[src/rtl/fia_pkg.sv]
// ----------------------------------------------------------------------------
// fia_pkg
// shared types and constants of the flow incident aggregator
// ----------------------------------------------------------------------------
`default_nettype none

package fia_pkg;

   localparam int STATUS_W     = 3;
   localparam int BUCKET_OUT_W = 10;
   localparam int DESTS_OUT_W  = 4;
   localparam int FLOWS_W      = 32;
   localparam int KEY_W        = 56;
   localparam int SUM_W        = 64;

   localparam logic [STATUS_W-1:0] ST_NEW_INCIDENT = 3'd0;
   localparam logic [STATUS_W-1:0] ST_NEW_DEST     = 3'd1;
   localparam logic [STATUS_W-1:0] ST_DEST_KNOWN   = 3'd2;
   localparam logic [STATUS_W-1:0] ST_BUCKET_FULL  = 3'd3;
   localparam logic [STATUS_W-1:0] ST_DEST_FULL    = 3'd4;

   typedef struct packed {
      logic                load;
      logic                clear_wr;
      logic                entry_wr;
      logic                alloc;
      logic                dest_wr;
      logic                fill_inc;
      logic                emit;
      logic [STATUS_W-1:0] status;
   } fia_cmd_type;

   typedef struct packed {
      logic key_match;
      logic dest_match;
   } fia_stat_type;

endpackage

`default_nettype wire

[src/rtl/fia_ctrl.sv]
// ----------------------------------------------------------------------------
// fia_ctrl
// sequencer: table clear, way scan, destination scan, write back
// ----------------------------------------------------------------------------
`default_nettype none

module fia_ctrl
   import fia_pkg::*;
#(
   parameter int BUCKET_BITS     = 10,
   parameter int WAYS            = 4,
   parameter int DESTS_PER_ENTRY = 8
) (
   input  wire logic                               clock,
   input  wire logic                               reset,
   input  wire logic                               start,
   output logic                                    busy,
   output fia_cmd_type                             cmd,
   input  wire fia_stat_type                       stat,
   input  wire logic [$clog2(WAYS+1)-1:0]          way_count,
   input  wire logic [$clog2(DESTS_PER_ENTRY+1)-1:0] dest_fill,
   output logic [$clog2(WAYS+1)-1:0]               way_idx,
   output logic [$clog2(DESTS_PER_ENTRY+1)-1:0]    slot_idx,
   output logic [BUCKET_BITS-1:0]                  clear_idx
);

   localparam int CW = $clog2(WAYS+1);
   localparam int FW = $clog2(DESTS_PER_ENTRY+1);

   localparam logic [2:0] S_CLEAR = 3'd0;
   localparam logic [2:0] S_IDLE  = 3'd1;
   localparam logic [2:0] S_WWAIT = 3'd2;
   localparam logic [2:0] S_WCHK  = 3'd3;
   localparam logic [2:0] S_DWAIT = 3'd4;
   localparam logic [2:0] S_DCHK  = 3'd5;

   logic [2:0]             state_ff, state_in;
   logic [CW-1:0]          way_ff, way_in;
   logic [FW-1:0]          slot_ff, slot_in;
   logic [BUCKET_BITS-1:0] clr_ff, clr_in;

   always_comb begin
      state_in = state_ff;
      way_in   = way_ff;
      slot_in  = slot_ff;
      clr_in   = clr_ff;
      cmd      = '0;
      case (state_ff)
         S_CLEAR: begin
            cmd.clear_wr = 1'b1;
            clr_in       = clr_ff + 1'b1;
            if (clr_ff == '1) begin
               state_in = S_IDLE;
            end
         end
         S_IDLE: begin
            if (start) begin
               cmd.load = 1'b1;
               way_in   = '0;
               slot_in  = '0;
               state_in = S_WWAIT;
            end
         end
         S_WWAIT: begin
            state_in = S_WCHK;
         end
         S_WCHK: begin
            if (way_ff < way_count) begin
               if (stat.key_match) begin
                  state_in = S_DWAIT;
               end else begin
                  way_in   = way_ff + 1'b1;
                  state_in = S_WWAIT;
               end
            end else begin
               cmd.emit = 1'b1;
               state_in = S_IDLE;
               if (way_count < CW'(WAYS)) begin
                  cmd.entry_wr = 1'b1;
                  cmd.alloc    = 1'b1;
                  cmd.dest_wr  = 1'b1;
                  cmd.status   = ST_NEW_INCIDENT;
               end else begin
                  cmd.status = ST_BUCKET_FULL;
               end
            end
         end
         S_DWAIT: begin
            state_in = S_DCHK;
         end
         S_DCHK: begin
            if (slot_ff >= dest_fill) begin
               cmd.entry_wr = 1'b1;
               cmd.emit     = 1'b1;
               state_in     = S_IDLE;
               if (dest_fill >= FW'(DESTS_PER_ENTRY)) begin
                  cmd.status = ST_DEST_FULL;
               end else begin
                  cmd.dest_wr  = 1'b1;
                  cmd.fill_inc = 1'b1;
                  cmd.status   = ST_NEW_DEST;
               end
            end else if (stat.dest_match) begin
               cmd.entry_wr = 1'b1;
               cmd.emit     = 1'b1;
               cmd.status   = ST_DEST_KNOWN;
               state_in     = S_IDLE;
            end else begin
               slot_in  = slot_ff + 1'b1;
               state_in = S_DWAIT;
            end
         end
         default: begin
            state_in = S_IDLE;
         end
      endcase
   end

   always_ff @(posedge clock) begin
      if (reset) begin
         state_ff <= S_CLEAR;
         clr_ff   <= '0;
         way_ff   <= '0;
         slot_ff  <= '0;
      end else begin
         state_ff <= state_in;
         clr_ff   <= clr_in;
         way_ff   <= way_in;
         slot_ff  <= slot_in;
      end
   end

   assign busy      = (state_ff != S_IDLE);
   assign way_idx   = way_ff;
   assign slot_idx  = slot_ff;
   assign clear_idx = clr_ff;

endmodule

`default_nettype wire

[config.mk]
export PLATFORM = sky130hd
export DESIGN_NAME = fia_ctrl
export DESIGN_NICKNAME = d
export VERILOG_FILES = /design/src/rtl/fia_pkg.sv /design/src/rtl/fia_ctrl.sv
export SDC_FILE = /design/constraint.sdc
export NUM_CORES = 1
export LEC_CHECK = 0
export BUFFER_PORTS_ARGS = -buffer_cell sky130_fd_sc_hd__buf_2
export CORE_ASPECT_RATIO = 0.75
export CORE_MARGIN = 2
export CORE_UTILIZATION = 45
export CTS_CLUSTER_SIZE = 25
export DETAILED_ROUTE_END_ITERATION = 10
export PLACE_DENSITY = 0.75
export SYNTH_ARGS = -nofsm -noshare
export SYNTH_HDL_FRONTEND = slang
export SYNTH_SLANG_ARGS = --single-unit
[constraint.sdc]
create_clock -name clock -period 1.8 [get_ports clock]
set_input_delay 0.18 -clock clock [delete_from_list [all_inputs] [get_ports clock]]
set_output_delay 0.18 -clock clock [all_outputs]
set_load 0.03 [all_outputs]
# Word level (Yosys, flattened, before mapping)
# Index checks and enable logic that the tools add are counted.
# word_totals
input_bits	12
reg_bits	20
# op_classes
addsub	3
n_reduce_logical	6
n_lt_le_gt_ge	4
n_mux	34
n_eq_ne	13
# ops
operator	count
3-bit two-way mux	12
4-bit two-way mux	6
3-bit case mux with 6 select lines	1
4-bit case mux with 2 select lines	2
2-bit != test (second input constant)	6
10-bit by 1-bit adder with 10-bit output (second input constant)	1
10-bit == test (second input constant)	1
4-bit AND reduction	2
1-bit two-way mux	7
3-bit by 2-bit == test with 1-bit output (second input constant)	2
3-bit == test (second input constant)	2
2-bit two-way mux	3
3-bit case mux with 2 select lines	1
4-bit by 1-bit adder with 4-bit output (second input constant)	1
4-bit greater-or-equal comparator	1
4-bit greater-or-equal comparator (second input constant)	1
1-bit case mux with 2 select lines	2
2-bit nonzero test	2
3-bit by 1-bit adder with 3-bit output (second input constant)	1
3-bit by 1-bit == test with 1-bit output (second input constant)	1
3-bit logical NOT	1
3-bit < comparator	1
3-bit < comparator (second input constant)	1
3-bit by 1-bit != test with 1-bit output (second input constant)	1
2-bit AND reduction	1

# Depth between registers and ports, before layout
# Gate-level depths: netlist (run 1).
# depth
word_depth	4
ltp_mapped	7

# Worst setup path after synthesis (run 1)
# OpenSTA, ideal clock, no wires.
# synth_path
path_type	flip-flop to output port
startpoint	register way_ff[2], in the netlist way_idx[2]
endpoint	output port cmd[7] (netlist bit)
stages_incl_launch_ff	6
path_slack_ns	-0.424
arrival_ns	2.044
path_cell_list	dfxtp_1 ha_1 nand2_1 o21ai_1 nand2b_1 o21ai_0
# synth_lines
item	line	rtl
start: declaration	fia_ctrl.sv:38	logic [CW-1:0] way_ff, way_in;
start signal: assignment	fia_ctrl.sv:128	way_ff <= way_in;
end: declaration	fia_ctrl.sv:18	output fia_cmd_type cmd,

==> flow_metrics.py, run 1 <==
metrics = {
    "layout": {
        "stdcell_area_sq_mm": 0.001978,
        "layout-drive-gt1-share": 0.5143,
        "layout.cells.non_filler": 246,
        "layout_commonest_cell": "buf_2",
        "n_antenna_cell": 0,
        "layout.nets": 232,
        "finalCoreUtilization": 0.7543,
        "synthToLayoutAreaGrowth_pct": 58.89,
        "nFillCells": 168,
        "layout_common_cells": "buf_2, buf_4, dfxtp_1",
    },
    "hold_path": {
        "holdPathEnd": "way_idx[1]",
        "hold_depth": 3,
        "min-delay-path-class": "input pin to flip-flop",
        "worstHoldStart": "stat[1]",
    },
    "status": {
        "violations": "negative setup slack",
        "status": "complete, but fails checks",
    },
    "drt": {
        "ant_nets": 0,
        "vias": 1398,
        "routed_wire_length_per_instance_microns": 17.01,
        "firstDrtPassIters": 4,
        "drt_wl_total_microns": 4185,
        "vias_per_cell": 5.683,
        "post-route-drc-count": 0,
        "drtIter0Drc": 90,
    },
    "global_route": {
        "grt_pass1_vias": 1393,
        "grt_max_degree": 18,
        "antenna_found_initial": 0,
        "grt_use_total": 0.2384,
        "grt-ovfl-total": 0,
        "grt_pass1_wl_microns": 6003,
    },
    "sta": {
        "min_period_over_period": 1.046,
        "slew_viol_final": 0,
        "max_slew_margin": 0.7967,
        "hold_viol_final": 0,
        "min_period_ns": 1.884,
        "clock_skew_ns": 0.003893,
        "setup_slack_ns": -0.08366,
        "worstMarginPinSlew_ns": 0.3027,
        "rsz0062_at_grt": "yes",
        "max_freq_mhz": 530.9,
        "finalSetupViolCount": 8,
    },
    "power": {
        "power_mw": 1.039,
        "total_leakage_power_nw": 0.8297,
        "power_switching_mw": 0.2415,
        "peakVddDrop_v": 0.0004137,
        "p_clk_frac": 0.436,
        "seqPwrFrac": 0.435,
        "switching_share": 0.2325,
        "power_frac_comb": 0.130,
        "internal_power_mw": 0.7972,
        "p_per_area_mw_per_mm2": 525.1,
    },
    "floorplan": {
        "rows": 16,
        "dieWidth_microns": 64.74,
        "die_h_microns": 49.55,
        "start_util": 0.4747,
        "io_pins": 40,
        "die_area_sq_mm": 0.003208,
        "core_region_area_sq_mm": 0.002623,
    },
    "worst_setup_path": {
        "cp_slowest_cell": "dfxtp_2",
        "critPathMaxFanout": 3,
        "critical_path_class": "flip-flop to output port",
        "worstPathRequired_ns": 1.62,
        "rr_endpoint": "slot_idx[3]",
        "rrSetupSlack_ns": -0.08,
        "max_stage_delay_ns": 0.35,
        "r2r-start": "slot_idx[1]",
        "crit_path_frequent_cell": "o21ai_4",
        "crit_chain": "ha_4 > o211ai_1 > buf_4 > o21ai_4 > nand2_4 > o21ai_4 > buf_6",
        "r2r_cells": 7,
        "end_kind": "output port",
        "arrival_ns": 1.70,
        "startpoint_type": "flip-flop",
    },
    "synth": {
        "ys_async_sr_fraction": 0,
        "yosysWarnings": 0,
        "synth-seq-cells": 20,
        "ys_seq_area_frac": 0.3216,
        "yosysTopAreaCell": "dfxtp_1",
        "syn-num-nets": 173,
        "netlist_top_cells_area": "dfxtp_1, ha_1, a21oi_1",
        "synth_top_cell_area_share": 0.3216,
        "yosysUniqueCellTypes": 38,
        "synthCells": 152,
        "synth_ff_type": "dfxtp_1",
        "synthesis.area_sq_mm": 0.001245,
        "synth_area_per_cell_sq_um": 8.190,
        "synth_edf_count": 0,
    },
    "cts": {
        "cts_sinks": 20,
        "htree_levels": 1,
        "cts_tree": "built",
        "cts_buffers": 3,
        "clk_path_buf_depth": 2,
        "clock_latency_ns": 0.26,
        "clk_pin_slew_ns": 0.08,
        "cts_hold_buffers": 0,
        "root_buffer": "clkbuf_8",
    },
    "placed_design": {
        "dp_hpwl_microns": 2351,
        "place_inst": 231,
        "place_congestion": 0.8036,
        "place_area_sq_mm": 0.001622,
        "dp_slack_ns": 0.02267,
        "port_buffers": 39,
    },
    "run": {
        "drv_cap": 0,
    },
}
==> final cells by class <==
class                   instances  area (sq um)  share of cell area
repair buffers                 60         409.1              0.2068
well taps                      36         45.04             0.02277
flip-flops and latches         20         417.9              0.2113
inverters                      12         47.55             0.02404
clock buffers                   3         41.29             0.02087
clock inverters                 1         30.03             0.01518
multi-input cells             114         987.2              0.4991
==> worst max-delay path, delay by kind of cell, from the launching register on <==
| kind | cells | cell delay, ns |
|---|---|---|
| compound gates | 3 | 0.39 |
| flops | 1 | 0.35 |
| simple gates | 1 | 0.10 |
| buf+inv | 2 | 0.32 |
| fa+ha+maj | 1 | 0.28 |
==> cells in the mapped netlist, types with 2 or more instances <==
library cell and instances:
nand3b_1 2, o211ai_1 3, buf_6 3, dfxtp_1 20, o31ai_1 5, ha_1 9
nor2_1 13, xnor2_1 6, nand2b_1 2, clkbuf_1 2, o22ai_1 3, xor2_1 2
inv_1 12, a211oi_1 2, nor3_1 5, or4_1 4, nor3b_1 3, a21oi_1 12
or2_2 2, nand2_1 14, o21a_1 2, o21ai_0 4, nand3_1 6, o21ai_1 2
==> state kept, by name (all words and copies together), names as in the netlist <==
name and cells:
slot_idx 4, clear_idx 10, way_idx 3, state_ff 3
==> cells by family (layout without fill, tap and decap cells) <==
family / after synthesis / in the layout / share of synthesized area
and+or+nand+nor: 61 / 61 / 0.2794
AOI/OAI and AO/OA: 36 / 36 / 0.1789
DFF: 20 / 20 / 0.3216
buffers and inverters: 18 / 76 / 0.07336
adders and majority gates: 9 / 9 / 0.09045
xor gates and xnor gates: 8 / 8 / 0.05628
==> power groups by stage <==
stage                     Clock (mW)  Sequential, mW  Combinational (mW)
after floorplan                    0           0.476              0.0438
after CTS                      0.454           0.451               0.126
after global placement             0           0.464              0.0964
after detailed placement           0           0.465              0.0994
final                          0.453           0.451               0.135
after global routing           0.466           0.452               0.145
==> timing repair <==
item                                    4_1_cts  5_1_grt
pin swaps                                    16        7
endpoints found under the setup margin       10       14
gates resized for setup                      37       11
setup buffers                                11        0
==> layer usage <==
metal  vias to the layer above  track usage  part of all wire
met1                       667       0.2550              0.39
met2                        55       0.4381              0.53
met5                         -            0                 0
met4                         0       0.1028             0.033
li1                        659            -                 -
met3                        17      0.06393             0.049
==> through the flow <==
step,hold slack (ns),TNS [ns]
2_1_floorplan,0.3643,0
3_3_place_gp,0.4697,0
3_5_place_dp,0.4775,0
4_1_cts,0.2637,-0.06559
5_1_grt,0.2848,-0.7679
6_report,0.2625,-0.3779
==> how the worst max path moves through the flow <==
stage               cells after the start  slack [ns]    startpoint          end
finish                                  7       -0.08   slot_idx[3]       cmd[7]
global route                            8       -0.12   slot_idx[0]  slot_idx[3]
CTS                                     7       -0.02   slot_idx[3]       cmd[7]
detailed placement                      7        0.02  dest_fill[3]  slot_idx[3]
global placement                        7        0.07  way_count[2]   way_idx[1]
floorplan                               5       0.002    way_idx[1]   way_idx[1]
Note: power is estimated with default switching activity, not from simulation.
==> run 2: changes to the inputs <==
--- a/config.mk
+++ b/config.mk
@@ -11,7 +11,9 @@
 export CORE_UTILIZATION = 45
 export CTS_CLUSTER_SIZE = 25
 export DETAILED_ROUTE_END_ITERATION = 10
+export MAX_ROUTING_LAYER = met4
 export PLACE_DENSITY = 0.75
 export SYNTH_ARGS = -nofsm -noshare
 export SYNTH_HDL_FRONTEND = slang
 export SYNTH_SLANG_ARGS = --single-unit
+export TNS_END_PERCENT = 1
==> flow_metrics.py, run 2 (synthesis gave the netlist of run 1 again) <==
metrics = {
    "floorplan": {
        "rows": 16,
        "io_pins": 40,
        "core_region_area_sq_mm": 0.002623,
        "dieWidth_microns": 64.74,
        "die_area_sq_mm": 0.003208,
        "start_util": 0.4747,
        "die_h_microns": 49.55,
    },
    "power": {
        "internal_power_mw": 0.7979,
        "power_mw": 1.035,
        "seqPwrFrac": 0.438,
        "p_per_area_mw_per_mm2": 538.3,
        "total_leakage_power_nw": 0.8136,
        "power_frac_comb": 0.127,
        "p_clk_frac": 0.435,
        "peakVddDrop_v": 0.0005829,
        "switching_share": 0.2287,
        "power_switching_mw": 0.2366,
    },
    "sta": {
        "worstMarginPinSlew_ns": 0.3271,
        "max_slew_margin": 0.7819,
        "finalSetupTns_ns": -0.5019,
        "min_period_ns": 1.909,
        "finalSetupViolCount": 8,
        "min_period_over_period": 1.060,
        "fin_hold_ws_ns": 0.2794,
        "setup_slack_ns": -0.1085,
        "slew_viol_final": 0,
        "rsz0062_at_grt": "yes",
        "hold_viol_final": 0,
        "max_freq_mhz": 524.0,
        "clock_skew_ns": 0.007368,
    },
    "layout": {
        "largest_register_ffs": 10,
        "stdcell_area_sq_mm": 0.001922,
        "multiInputGateArea_sq_um": 957.2,
        "layout_common_cells": "buf_2, buf_4, dfxtp_1, a21oi_1",
        "layout_commonest_cell": "buf_2",
        "final-seq-area_sq_um": 410.4,
        "nFillCells": 200,
        "synthToLayoutAreaGrowth_pct": 54.37,
        "layout-drive-gt1-share": 0.4808,
        "n_antenna_cell": 0,
        "layout.nets": 230,
    },
    "hold_path": {
        "min-delay-path-class": "input pin to flip-flop",
        "hold_depth": 3,
    },
    "cts": {
        "clk_pin_slew_ns": 0.08,
        "htree_levels": 1,
        "cts_sinks": 20,
        "clk_path_buf_depth": 2,
        "cts_tree": "built",
        "cts_buffers": 3,
        "root_buffer": "clkbuf_8",
        "clock_latency_ns": 0.26,
    },
    "drt": {
        "post-route-drc-count": 0,
        "routed_wire_length_per_instance_microns": 15.32,
        "vias": 1378,
        "firstDrtPassIters": 4,
        "ant_nets": 0,
        "drtIter0Drc": 148,
        "drt_wl_total_microns": 3737,
        "vias_per_cell": 5.648,
    },
    "placed_design": {
        "place_area_sq_mm": 0.001642,
        "dp_slack_ns": -0.03133,
        "port_buffers": 39,
        "place_congestion": 0.8383,
        "dp_hpwl_microns": 2411,
    },
    "global_route": {
        "grt_pass1_vias": 1322,
        "grt_use_total": 0.2605,
        "grt-ovfl-total": 0,
        "grt_max_degree": 18,
        "antenna_found_initial": 0,
        "grt_pass1_wl_microns": 6258,
    },
    "status": {
        "violations": "negative setup slack",
        "status": "complete, but fails checks",
    },
    "worst_setup_path": {
        "max_stage_delay_ns": 0.33,
        "startpoint_type": "flip-flop",
        "r2r_cells": 7,
        "crit_path_frequent_cell": "buf_4",
        "cp_slowest_cell": "dfxtp_2",
        "arrival_ns": 1.73,
        "critical_path_class": "flip-flop to output port",
        "crit_chain": "inv_2 > ha_4 > nor3b_4 > buf_4 > o21ai_4 > buf_4 > o22ai_4 > buf_6",
        "critPathMaxFanout": 2,
        "worstPathRequired_ns": 1.62,
        "end_kind": "output port",
    },
    "run": {
        "drv_cap": 0,
    },
}
-- run 2: cell types whose count changed in the layout (fill, tap and decap cells not counted), moves of 2 or more --
cell	delta
dfxtp_4	-2
buf_6	-2
dfxtp_1	+2
ha_4	-2
ha_1	+2
-- run 2: what timing repair did --
item                                    4_1_cts  5_1_grt
endpoints found under the setup margin       11       11
resized for setup                            32        9
hold buffers                                  0        0
setup buffers                                 3        2
pin swaps                                     9        7
-- run 2: per-stage QoR --
| step | std cells | utilization |
|---|---|---|
| 3_5_place_dp | 235 | 0.6260 |
| 2_1_floorplan | 152 | - |
| 5_1_grt | 244 | 0.7328 |
| 6_report | 244 | 0.7328 |
| 3_3_place_gp | 235 | 0.6260 |
| 4_1_cts | 242 | 0.7156 |
-- run 2: layout make-up --
| class | instances | share of cell area |
|---|---|---|
| inverter | 12 | 0.02539 |
| tap | 36 | 0.02344 |
| sequential | 20 | 0.2135 |
| multi-input combinational | 114 | 0.4980 |
| clock inverter | 1 | 0.01563 |
| clock buffer | 3 | 0.02148 |
| timing repair buffer | 58 | 0.2025 |
-- run 2: path summary, 6_finish.rpt --
| check | slack (ns) | endpoint | startpoint |
|---|---|---|---|
| worst max-delay path | -0.11 | cmd[1] | slot_idx[0] |
| worst min-delay path | 0.28 | way_idx[1] | stat[1] |
| worst max register to register | -0.02 | slot_idx[3] | slot_idx[0] |
| worst min register to register | 0.49 | clear_idx[1] | clear_idx[1] |
-- run 2: power by group through the flow --
stage | sequential (mW) | combinational, mW | clock (mW)
2_1_floorplan | 0.477 | 0.0432 | 0
3_3_place_gp | 0.465 | 0.0985 | 0
3_5_place_dp | 0.465 | 0.102 | 0
4_1_cts | 0.455 | 0.122 | 0.458
5_1_grt | 0.454 | 0.143 | 0.479
6_report | 0.453 | 0.131 | 0.450
-- run 2: worst max-delay path, delay by kind of cell, from the launching register on --
| family | cells | cell delay [ns] |
|---|---|---|
| DFF | 1 | 0.33 |
| AOI/OAI and AO/OA | 2 | 0.18 |
| buffers and inverters | 4 | 0.55 |
| adders and majority gates | 1 | 0.20 |
| and+or+nand+nor | 1 | 0.21 |
-- run 2: per-layer routing --
layer,part of all wire,GRT usage
met3,0.061,0.06393
met4,0.041,0.08865
met2,0.50,0.4330
met1,0.40,0.3088
met5,0,-
